File: src/u8cp_pkg.sv
// types, lead byte constants and mapping tables of the utf-8 to cp437 transcoder
// no dependencies
package u8cp_pkg;

  // decoder phase: idle, or one code per partial sequence
  typedef enum logic [2:0] {
    PH_IDLE  = 3'd0,
    PH_C2    = 3'd1,
    PH_C3    = 3'd2,
    PH_E2    = 3'd3,
    PH_E294  = 3'd4,
    PH_E295  = 3'd5,
    PH_E296  = 3'd6
  } u8cp_phase_e;

  localparam logic [7:0] BYTE_NUL  = 8'h00;
  localparam logic [7:0] LEAD_C2   = 8'hC2;
  localparam logic [7:0] LEAD_C3   = 8'hC3;
  localparam logic [7:0] LEAD_E2   = 8'hE2;
  localparam logic [7:0] MID_94    = 8'h94;
  localparam logic [7:0] MID_95    = 8'h95;
  localparam logic [7:0] MID_96    = 8'h96;

  // result of one decode step
  typedef struct packed {
    logic        emit;
    logic [7:0]  data;
    u8cp_phase_e next_phase;
  } u8cp_dec_t;

  // table lookup result
  typedef struct packed {
    logic       hit;
    logic [7:0] data;
  } u8cp_hit_t;

  // continuation after c2
  function automatic u8cp_hit_t map_c2(input logic [7:0] b);
    u8cp_hit_t r;
    r.hit = 1'b1;
    case (b)
      8'hA1:   r.data = 8'd173;
      8'hBF:   r.data = 8'd168;
      8'hB0:   r.data = 8'd248;
      8'hAC:   r.data = 8'd170;
      8'hBD:   r.data = 8'd250;
      default: begin
        r.hit  = 1'b0;
        r.data = 8'd0;
      end
    endcase
    return r;
  endfunction

  // continuation after c3
  function automatic u8cp_hit_t map_c3(input logic [7:0] b);
    u8cp_hit_t r;
    r.hit = 1'b1;
    case (b)
      8'hB1:   r.data = 8'd164;
      8'h91:   r.data = 8'd165;
      8'hA1:   r.data = 8'd160;
      8'hA9:   r.data = 8'd130;
      8'hAD:   r.data = 8'd161;
      8'hB3:   r.data = 8'd162;
      8'hBA:   r.data = 8'd163;
      8'h81:   r.data = 8'd181;
      8'h89:   r.data = 8'd144;
      8'h8D:   r.data = 8'd214;
      8'h93:   r.data = 8'd224;
      8'h9A:   r.data = 8'd233;
      default: begin
        r.hit  = 1'b0;
        r.data = 8'd0;
      end
    endcase
    return r;
  endfunction

  // box drawing, single lines
  function automatic u8cp_hit_t map_e294(input logic [7:0] b);
    u8cp_hit_t r;
    r.hit = 1'b1;
    case (b)
      8'h82:   r.data = 8'd179;
      8'h94:   r.data = 8'd192;
      8'h8C:   r.data = 8'd218;
      8'h80:   r.data = 8'd196;
      8'h90:   r.data = 8'd191;
      8'h98:   r.data = 8'd217;
      default: begin
        r.hit  = 1'b0;
        r.data = 8'd0;
      end
    endcase
    return r;
  endfunction

  // box drawing, double lines
  function automatic u8cp_hit_t map_e295(input logic [7:0] b);
    u8cp_hit_t r;
    r.hit = 1'b1;
    case (b)
      8'h94:   r.data = 8'd201;
      8'h90:   r.data = 8'd205;
      8'h91:   r.data = 8'd186;
      8'h97:   r.data = 8'd187;
      8'h9A:   r.data = 8'd200;
      8'h9D:   r.data = 8'd188;
      default: begin
        r.hit  = 1'b0;
        r.data = 8'd0;
      end
    endcase
    return r;
  endfunction

  // blocks and shades
  function automatic u8cp_hit_t map_e296(input logic [7:0] b);
    u8cp_hit_t r;
    r.hit = 1'b1;
    case (b)
      8'h88:   r.data = 8'd219;
      8'h92:   r.data = 8'd177;
      8'h91:   r.data = 8'd176;
      8'h93:   r.data = 8'd178;
      8'h84:   r.data = 8'd220;
      8'h80:   r.data = 8'd223;
      8'h8C:   r.data = 8'd219;
      8'h90:   r.data = 8'd219;
      8'hA0:   r.data = 8'd254;
      default: begin
        r.hit  = 1'b0;
        r.data = 8'd0;
      end
    endcase
    return r;
  endfunction

endpackage

File: src/u8cp_ifs.sv
// valid/ready channel interfaces for the transcoder's byte streams
// no dependencies
interface u8cp_in_if;
  logic       valid;
  logic       ready;
  logic [7:0] in_byte;

  modport source (output valid, output in_byte, input ready);
  modport sink   (input valid, input in_byte, output ready);
endinterface

interface u8cp_out_if;
  logic       valid;
  logic       ready;
  logic [7:0] out_byte;

  modport source (output valid, output out_byte, input ready);
  modport sink   (input valid, input out_byte, output ready);
endinterface

File: src/u8cp_decode.sv
// one decode step: current phase and byte in, result and next phase out
// depends on u8cp_pkg
module u8cp_decode
  import u8cp_pkg::*;
(
  input  u8cp_phase_e phase_i,
  input  logic [7:0]  byte_i,
  output u8cp_dec_t   dec_o
);

  u8cp_hit_t hit;

  // table selected by the phase
  always_comb begin
    case (phase_i)
      PH_C2:   hit = map_c2(byte_i);
      PH_C3:   hit = map_c3(byte_i);
      PH_E294: hit = map_e294(byte_i);
      PH_E295: hit = map_e295(byte_i);
      PH_E296: hit = map_e296(byte_i);
      default: hit = '{hit: 1'b1, data: byte_i};
    endcase
  end

  // result and phase update
  always_comb begin
    dec_o.emit       = 1'b0;
    dec_o.data       = hit.data;
    dec_o.next_phase = PH_IDLE;
    if (byte_i == BYTE_NUL) begin
      // terminator abandons any partial sequence
      dec_o.emit = 1'b1;
      dec_o.data = BYTE_NUL;
    end else begin
      case (phase_i)
        PH_E2: begin
          case (byte_i)
            MID_94:  dec_o.next_phase = PH_E294;
            MID_95:  dec_o.next_phase = PH_E295;
            MID_96:  dec_o.next_phase = PH_E296;
            default: dec_o.next_phase = PH_IDLE;
          endcase
        end
        PH_C2, PH_C3, PH_E294, PH_E295, PH_E296: begin
          dec_o.emit = hit.hit;
        end
        default: begin
          // idle: lead bytes open a sequence, anything else passes through
          case (byte_i)
            LEAD_C2: dec_o.next_phase = PH_C2;
            LEAD_C3: dec_o.next_phase = PH_C3;
            LEAD_E2: dec_o.next_phase = PH_E2;
            default: dec_o.emit = 1'b1;
          endcase
        end
      endcase
    end
  end

endmodule

File: src/utf8_subset_to_cp437.sv
// Byte-stream transcoder from a subset of UTF-8 to code page 437.
// Input channel in_i carries one raw byte per item; output channel out_o
// carries zero or one cp437 byte per input item. C2 xx and C3 xx pairs and
// E2 94/95/96 xx triples that appear in the mapping tables become one byte;
// unmatched sequences are swallowed; other bytes pass through. A zero byte
// ends the string, clears any partial sequence and is passed on.
// An accepted item lands in the input register and is decoded into the
// result register, and offered from there, once the result register is
// empty or being read. Throughput: one item per cycle while the receiver
// takes results, set by the single decode step between the input
// register and the result register, which also updates the phase register.
// Reset clears both valid flags and returns the phase to idle.
// When the receiver stalls, the result register holds its byte; the input
// register still drains items that produce no result, and in_i.ready drops
// only once both the result register and the input register are occupied.
// Depends on u8cp_pkg, u8cp_ifs and u8cp_decode.
module utf8_subset_to_cp437
  import u8cp_pkg::*;
(
  input  logic        clk_i,
  input  logic        rst_ni,
  u8cp_in_if.sink     in_i,
  u8cp_out_if.source  out_o
);

  logic        in_valid_q;
  logic [7:0]  in_byte_q;
  u8cp_phase_e phase_q, phase_d;
  logic        out_valid_q, out_valid_d;
  logic [7:0]  out_byte_q;
  u8cp_dec_t   dec;
  logic        out_free;
  logic        advance;
  logic        in_ready;

  u8cp_decode u_decode (
    .phase_i (phase_q),
    .byte_i  (in_byte_q),
    .dec_o   (dec)
  );

  // handshake control
  assign out_free = !out_valid_q || out_o.ready;
  assign advance  = in_valid_q && (!dec.emit || out_free);
  assign in_ready = !in_valid_q || advance;

  always_comb begin
    phase_d     = phase_q;
    out_valid_d = out_valid_q && !out_o.ready;
    if (advance) begin
      phase_d = dec.next_phase;
      if (dec.emit) begin
        out_valid_d = 1'b1;
      end
    end
  end

  // control registers
  always_ff @(posedge clk_i or negedge rst_ni) begin
    if (!rst_ni) begin
      in_valid_q  <= 1'b0;
      phase_q     <= PH_IDLE;
      out_valid_q <= 1'b0;
    end else begin
      if (in_ready) begin
        in_valid_q <= in_i.valid;
      end
      phase_q     <= phase_d;
      out_valid_q <= out_valid_d;
    end
  end

  // payload registers
  always_ff @(posedge clk_i) begin
    if (in_ready && in_i.valid) begin
      in_byte_q <= in_i.in_byte;
    end
    if (advance && dec.emit) begin
      out_byte_q <= dec.data;
    end
  end

  assign in_i.ready     = in_ready;
  assign out_o.valid    = out_valid_q;
  assign out_o.out_byte = out_byte_q;

endmodule

File: src/flat_wrapper.sv
// flat-port wrapper written by rule: the top's interface ports become plain ports
module utf8_subset_to_cp437_flat import u8cp_pkg::*;
  (clk_i, rst_ni, in_i_valid, in_i_in_byte, in_i_ready, out_o_valid, out_o_out_byte, out_o_ready);
  u8cp_in_if in_i_i ();
  u8cp_out_if out_o_i ();
  input  logic clk_i;
  input  logic rst_ni;
  input wire logic [$bits(in_i_i.valid)-1:0] in_i_valid;
  input wire logic [$bits(in_i_i.in_byte)-1:0] in_i_in_byte;
  output wire logic [$bits(in_i_i.ready)-1:0] in_i_ready;
  output wire logic [$bits(out_o_i.valid)-1:0] out_o_valid;
  output wire logic [$bits(out_o_i.out_byte)-1:0] out_o_out_byte;
  input wire logic [$bits(out_o_i.ready)-1:0] out_o_ready;
  assign in_i_i.valid = in_i_valid;
  assign in_i_i.in_byte = in_i_in_byte;
  assign in_i_ready = in_i_i.ready;
  assign out_o_valid = out_o_i.valid;
  assign out_o_out_byte = out_o_i.out_byte;
  assign out_o_i.ready = out_o_ready;
  utf8_subset_to_cp437 u_core (.clk_i(clk_i), .rst_ni(rst_ni), .in_i(in_i_i), .out_o(out_o_i));
endmodule
File: config.mk
export PLATFORM = sky130hd
export DESIGN_NAME = utf8_subset_to_cp437_flat
export DESIGN_NICKNAME = d
export VERILOG_FILES = /design/src/u8cp_pkg.sv /design/src/u8cp_ifs.sv /design/src/u8cp_decode.sv /design/src/utf8_subset_to_cp437.sv /design/src/flat_wrapper.sv
export SDC_FILE = /design/constraint.sdc
export NUM_CORES = 1
export LEC_CHECK = 0
export ABC_AREA = 1
export BUFFER_PORTS_ARGS = -buffer_cell sky130_fd_sc_hd__buf_2
export CORE_MARGIN = 2
export CORE_UTILIZATION = 30
export DETAILED_ROUTE_END_ITERATION = 8
export SETUP_SLACK_MARGIN = 0.05
export SLEW_MARGIN = 20
export SYNTH_ARGS = -nofsm -noshare
export SYNTH_HDL_FRONTEND = slang
export SYNTH_SLANG_ARGS = --single-unit
File: constraint.sdc
create_clock -name clk_i -period 5.3 [get_ports clk_i]
set_input_delay 0.795 -clock clk_i [delete_from_list [all_inputs] [get_ports clk_i]]
set_output_delay 0.795 -clock clk_i [all_outputs]
set_load 0.05 [all_outputs]
==> results of run 1 <==
[cell type report]
class	count	area [um^2]	share of cell area
Multi-Input combinational cell	189	960	0.494
Sequential cell	21	606	0.311
Tap cell	72	90.1	0.0463
Clock buffer	4	45.0	0.0232
Timing Repair Buffer	21	105	0.0541
Inverter	37	139	0.0714
[layer usage]
| metal | part of all wire | routed length [um] |
|---|---|---|
| met5 | 0 | 0 |
| met3 | 0.084 | 368 |
| met4 | 0.028 | 121 |
| met1 | 0.45 | 1940 |
| met2 | 0.44 | 1930 |
[worst paths after layout]
| kind | start | endpoint | slack, ns | cells after the start |
|---|---|---|---|---|
| worst max-delay path | u_core.in_byte_q[4] | in_i_ready | 2.33 | 11 |
| min in group clk_i | u_core.phase_q[0] | u_core.phase_q[0] | 0.51 | 2 |
| worst min register to register | u_core.phase_q[0] | u_core.phase_q[0] | 0.51 | 2 |
| max in group asynchronous | rst_ni | u_core.out_o.valid | 4.84 | 1 |
| worst min-delay path | rst_ni | u_core.phase_q[2] | 0.33 | 1 |
| worst max register to register | u_core.in_byte_q[4] | u_core.out_o.out_byte[0] | 3.02 | 11 |
[power by group through the flow]
stage	clock network (uW)	registers [uW]	logic (uW)
floorplan	0	247	52.7
global placement	0	212	117
detailed placement	0	212	116
CTS	110	209	116
global route	117	210	126
finish	107	209	116
[cell usage after synthesis (all sizes together) (3+ instances only)]
cell type,instances,share of area
o211ai,8,0.035
nor4,4,0.015
inv,37,0.081
nand4,3,0.020
o21ai,12,0.037
nor2,43,0.13
edfxtp,16,0.28
dfrtp,5,0.073
a21oi,11,0.032
nand3,14,0.047
nand2,84,0.21
[critical path: cells and delay by family (launching register included)]
| kind | cells | cell delay, ns |
|---|---|---|
| simple gates | 9 | 1.06 |
| buf+inv | 2 | 0.39 |
| flops | 1 | 0.46 |
[cells in the final DEF, fill, tap and decap left out, types with 3 or more instances in the layout]
cell type,n
nand2_1,73
nor2_1,34
inv_1,29
buf_2,21
edfxtp_1,16
nand3_1,12
a21oi_1,11
o21ai_0,10
nand2_2,9
inv_2,8
o211ai_1,8
nor2_4,5
dfrtp_1,5
nor4_1,4
nor2_2,3
clkbuf_8,3
[per-stage QoR]
stage | area [um^2] | hold WS [ns] | setup WS, ns
2_1_floorplan | 1700 | 0.463 | 2.95
3_5_place_dp | 1900 | 0.492 | 2.63
5_1_grt | 1940 | 0.324 | 2.15
3_3_place_gp | 1900 | 0.496 | 2.59
6_report | 1940 | 0.327 | 2.33
4_1_cts | 1940 | 0.326 | 2.33
[sequential cells by signal, indices dropped and copies added (netlist names)]
name / cells
u_core.in_byte_q: 8
u_core.out_o.out_byte: 8
u_core.phase_q: 3
u_core.in_valid_q: 1
u_core.out_o.valid: 1
[cell families after synthesis]
group,share of synthesized area
flip-flops,0.355
AND/OR/NAND/NOR,0.429
AO/OA/AOI/OAI,0.134
buffers and inverters,0.0815
==> results.json, run 1 <==
{
  "powerDensity_nw_per_um2": 222,
  "pwr-share-comb": 0.269,
  "syn_avg_cell_area_um2": 6.90,
  "drive_gt1_frac": 0.206,
  "syn-num-nets": 259,
  "worst_path_max_delay_cell": "edfxtp_1",
  "utilization": 0.353,
  "core_area_um2": 5510,
  "place.port_buffers": 21,
  "cts_tree": "done",
  "cts-root-buf": "clkbuf_8",
  "yosysSeqAreaShare": 0.355,
  "finalSetupTns_ns": 0,
  "grt_overflow_total": 0,
  "synthArstFlopShare": 0.238,
  "grt_usage": 0.151,
  "grt_setup_unrepaired": "no",
  "start_util": 0.309,
  "synth_flop_cell": "edfxtp_1",
  "cts_setup_buffers": 0,
  "ios": 22,
  "cpPeakStageDelay_ns": 0.46,
  "worst_pin_slew_ns": 0.345,
  "p_int_uw": 278,
  "p_total_uw": 432,
  "dp_hpwl_um": 3640,
  "vias": 1683,
  "switching_share": 0.355,
  "share_seq_of_total_power": 0.483,
  "fmax_mhz": 337,
  "switching_power_uw": 153,
  "routed_wl_um": 4360,
  "ys_seq_elements": 21,
  "grt_antenna_before_repair": 0,
  "ir_worst_vdd_v": 0.000174,
  "start_kind": "flip-flop",
  "htreeDepth": 1,
  "clock_skew_ns": 0.00224,
  "placed_cells_incl_taps": 340,
  "dieHeight_um": 79.4,
  "cts-resized-gates": 0,
  "drc": 0,
  "end_kind": "output port",
  "insertion_delay_ns": 0.27,
  "routabilityCongestion": 0.950,
  "die_w_um": 79.4,
  "dr.pass1.iters": 4,
  "arrival_ns": 2.18,
  "detail-route-antenna-nets": 0,
  "path_cells": "inv_1 > nand2_1 > nor2_4 > nand2_1 > nand3_1 > nor2_1 > nor2_1 > nor2_2 > nand4_4 > nand3_2 > buf_2",
  "cp.required_ns": 4.51,
  "hold_viol_final": 0,
  "timing.max_slew.rel_slack": 0.768,
  "rows": 27,
  "grt_start_max_net_pins": 12,
  "layout.nets": 285,
  "met3_usage": 0.0294,
  "layoutNonFillerInstCount": 344,
  "numCtsBuffers": 3,
  "grt_pass1_wl_um": 7310,
  "hp-class": "input port to asynchronous set/reset pin",
  "die_area_um2": 6300,
  "cts_buffer_depth": 2,
  "first_global_vias": 1594,
  "synth_edf_count": 16,
  "hold_buffers": 0,
  "power_leakage_uw": 0.000910,
  "finalMaxSlewViolations": 0,
  "cap_viol_max_count": 0,
  "via_per_inst": 4.89,
  "synthCells": 247,
  "fill_cells": 608,
  "p_clk_frac": 0.248,
  "top_usage_layer": "met2",
  "fin_crit_ns": 2.97,
  "setup_violations": 0,
  "period_share": 0.560,
  "ys_warn_count": 0,
  "syn_area_um2": 1700,
  "grt_use_met1": 0.201,
  "wl_per_cell_um": 12.7,
  "n_antenna_cell": 0,
  "drtIter0Drc": 215,
  "cp_max_fo": 7,
  "clk_pin_slew_ns": 0.07,
  "cts_num_sinks": 21,
  "outcome": "finished clean",
  "synthDistinctLibCells": 27,
  "synthToLayoutAreaGrowth_pct": 14.1,
  "critPathKind": "flip-flop to output port",
  "grtUsageMet2": 0.236
}
No activity file was read; power rests on OpenSTA's default activity.
==> run 2: changes to the inputs <==
==> constraint.sdc (replaced) <==
create_clock -name clk_i -period 2.4 [get_ports clk_i]
set_input_delay 0.36 -clock clk_i [delete_from_list [all_inputs] [get_ports clk_i]]
set_output_delay 0.36 -clock clk_i [all_outputs]
set_load 0.05 [all_outputs]
==> run 2 against run 1 <==
Net effect: the run now ends with setup timing left; clock power is 110% higher; core utilization rose by 9.7 points; global-route usage grew 2.0 points; first-iteration DRC count grew 1.9%; worst setup slack worse by 2.4 ns; hold slack lost 0.051 ns; clock skew about the same; final cell count grew 13%; sequential power up 120%; flip-flop and latch count is the same; critical path depth up 1.
==> results.json, run 2 (same netlist as run 1, synthesis figures left out) <==
{
  "outcome": "complete, but fails checks",
  "violations": "setup timing",
  "setup_violations": 1,
  "clock_skew_ns": 0.00225,
  "hold_viol_final": 0,
  "dp_hpwl_um": 3500,
  "layoutNonFillerInstCount": 389,
  "grt_overflow_total": 0,
  "final_common_cell": "nand2_1",
  "place.port_buffers": 21,
  "drive_gt1_frac": 0.432,
  "cts_tree": "done",
  "routabilityCongestion": 0.977,
  "cap_viol_max_count": 0,
  "hp-class": "input port to flip-flop",
  "min_path_cells": 1,
  "layout_common_cells": "nand2_1 (54), buf_4 (42), nor2_1 (25)",
  "grt_start_max_net_pins": 12,
  "rrSetupSlack_ns": 0.04,
  "start_kind": "flip-flop",
  "fill_cells": 515,
  "finalMaxSlewViolations": 0,
  "dr.pass1.iters": 6,
  "die_w_um": 79.4,
  "fin_ws_ns": -0.0237,
  "grt_setup_unrepaired": "yes",
  "power_leakage_uw": 0.00118,
  "ios": 22,
  "placed_cells_incl_taps": 341,
  "cp_max_fo": 6,
  "worst_pin_slew_ns": 0.410,
  "drc": 0,
  "dieHeight_um": 79.4,
  "cp.required_ns": 2.04,
  "arrival_ns": 2.06,
  "fin_crit_ns": 2.42,
  "routed_wl_um": 5400,
  "seq_area_um2": 606,
  "multi_input_area_um2": 1150,
  "critPathKind": "flip-flop to output port",
  "die_area_um2": 6300,
  "detail-route-antenna-nets": 0,
  "rows": 27,
  "finalSetupTns_ns": -0.0237,
  "end_kind": "output port",
  "wl_per_cell_um": 13.9,
  "ir_worst_vdd_v": 0.000380,
  "grt_antenna_before_repair": 0,
  "numCtsBuffers": 3,
  "cts_buffer_depth": 2,
  "reg2reg_depth": 15,
  "first_global_vias": 1842,
  "htreeDepth": 1,
  "start_util": 0.309,
  "n_antenna_cell": 0,
  "clk_pin_slew_ns": 0.07,
  "vias": 1968,
  "insertion_delay_ns": 0.25,
  "fmax_mhz": 413,
  "layout.nets": 330,
  "p_total_uw": 1050,
  "grt_pass1_wl_um": 8430,
  "synthToLayoutAreaGrowth_pct": 45.4,
  "period_share": 1.01,
  "powerDensity_nw_per_um2": 425,
  "grt_usage": 0.171,
  "timing.max_slew.rel_slack": 0.726,
  "drtIter0Drc": 219,
  "core_area_um2": 5510,
  "via_per_inst": 5.06,
  "cts_num_sinks": 21,
  "cts-root-buf": "clkbuf_8"
}
==> run 2: cell types whose count changed in the layout (fill, tap and decap cells not counted), sizes merged <==
cell	before	now
buf	21	64
nor2	43	44
dlygate4sd3	0	1
==> run 2: metal layers <==
layer	wire length, um	GRT usage
met1	2070	0.200
met2	2610	0.297
met3	478	0.0407
met4	243	0.0707
met5	0	0
==> run 2: power breakdown <==
group	leakage [uW]	switching [uW]	total, uW	internal (uW)
combinational	0.000937	245	366	121
sequential	0.000219	23.2	462	439
clock	0.0000228	108	226	118
total	0.00118	376	1050	678
==> run 2: final timing paths <==
| kind | from | to |
|---|---|---|
| max in group asynchronous | rst_ni | u_core.in_valid_q |
| worst min register to register | u_core.phase_q[0] | u_core.phase_q[0] |
| min in group asynchronous | rst_ni | u_core.phase_q[1] |
| worst max-delay path | u_core.in_byte_q[2] | in_i_ready |
| worst min-delay path | in_i_in_byte[5] | u_core.in_byte_q[5] |
| worst max register to register | u_core.in_byte_q[2] | u_core.out_o.out_byte[4] |
==> run 2: stage by stage <==
stage	setup slack (ns)	hold WS [ns]	area, um^2	utilization
floorplan	0.222	0.0644	1700	-
global placement	0.147	0.177	1910	0.346
detailed placement	0.138	0.177	1910	0.346
CTS	0.0378	0.272	2320	0.421
global route	-0.126	0.260	2480	0.450
finish	-0.0237	0.276	2480	0.450
==> run 2: cell type report <==
type	count	area share
flip-flops and latches	21	0.244
clock buffers	4	0.0182
well taps	72	0.0363
multi-input cells	190	0.463
inverters	37	0.0560
repair buffers	65	0.182
==> run 2: critical path: stages (launching register included) <==
cell and delay (ns):
edfxtp_1 0.43, buf_4 0.18, nor2_4 0.21, nand2_1 0.14, nor2_4 0.15, nor2_1 0.07
nand2_2 0.07, nand2_2 0.06, nand2_2 0.08, inv_2 0.05, nand4_4 0.10, nand3_4 0.10
buf_8 0.17
==> run 2: timing repair <==
item,4_1_cts,5_1_grt
endpoints found under the setup margin,1,19
setup buffers,35,8
hold endpoints to repair,5,0
hold buffers,1,0
pin swaps,15,13
cloned,1,0
gates resized for setup,29,28
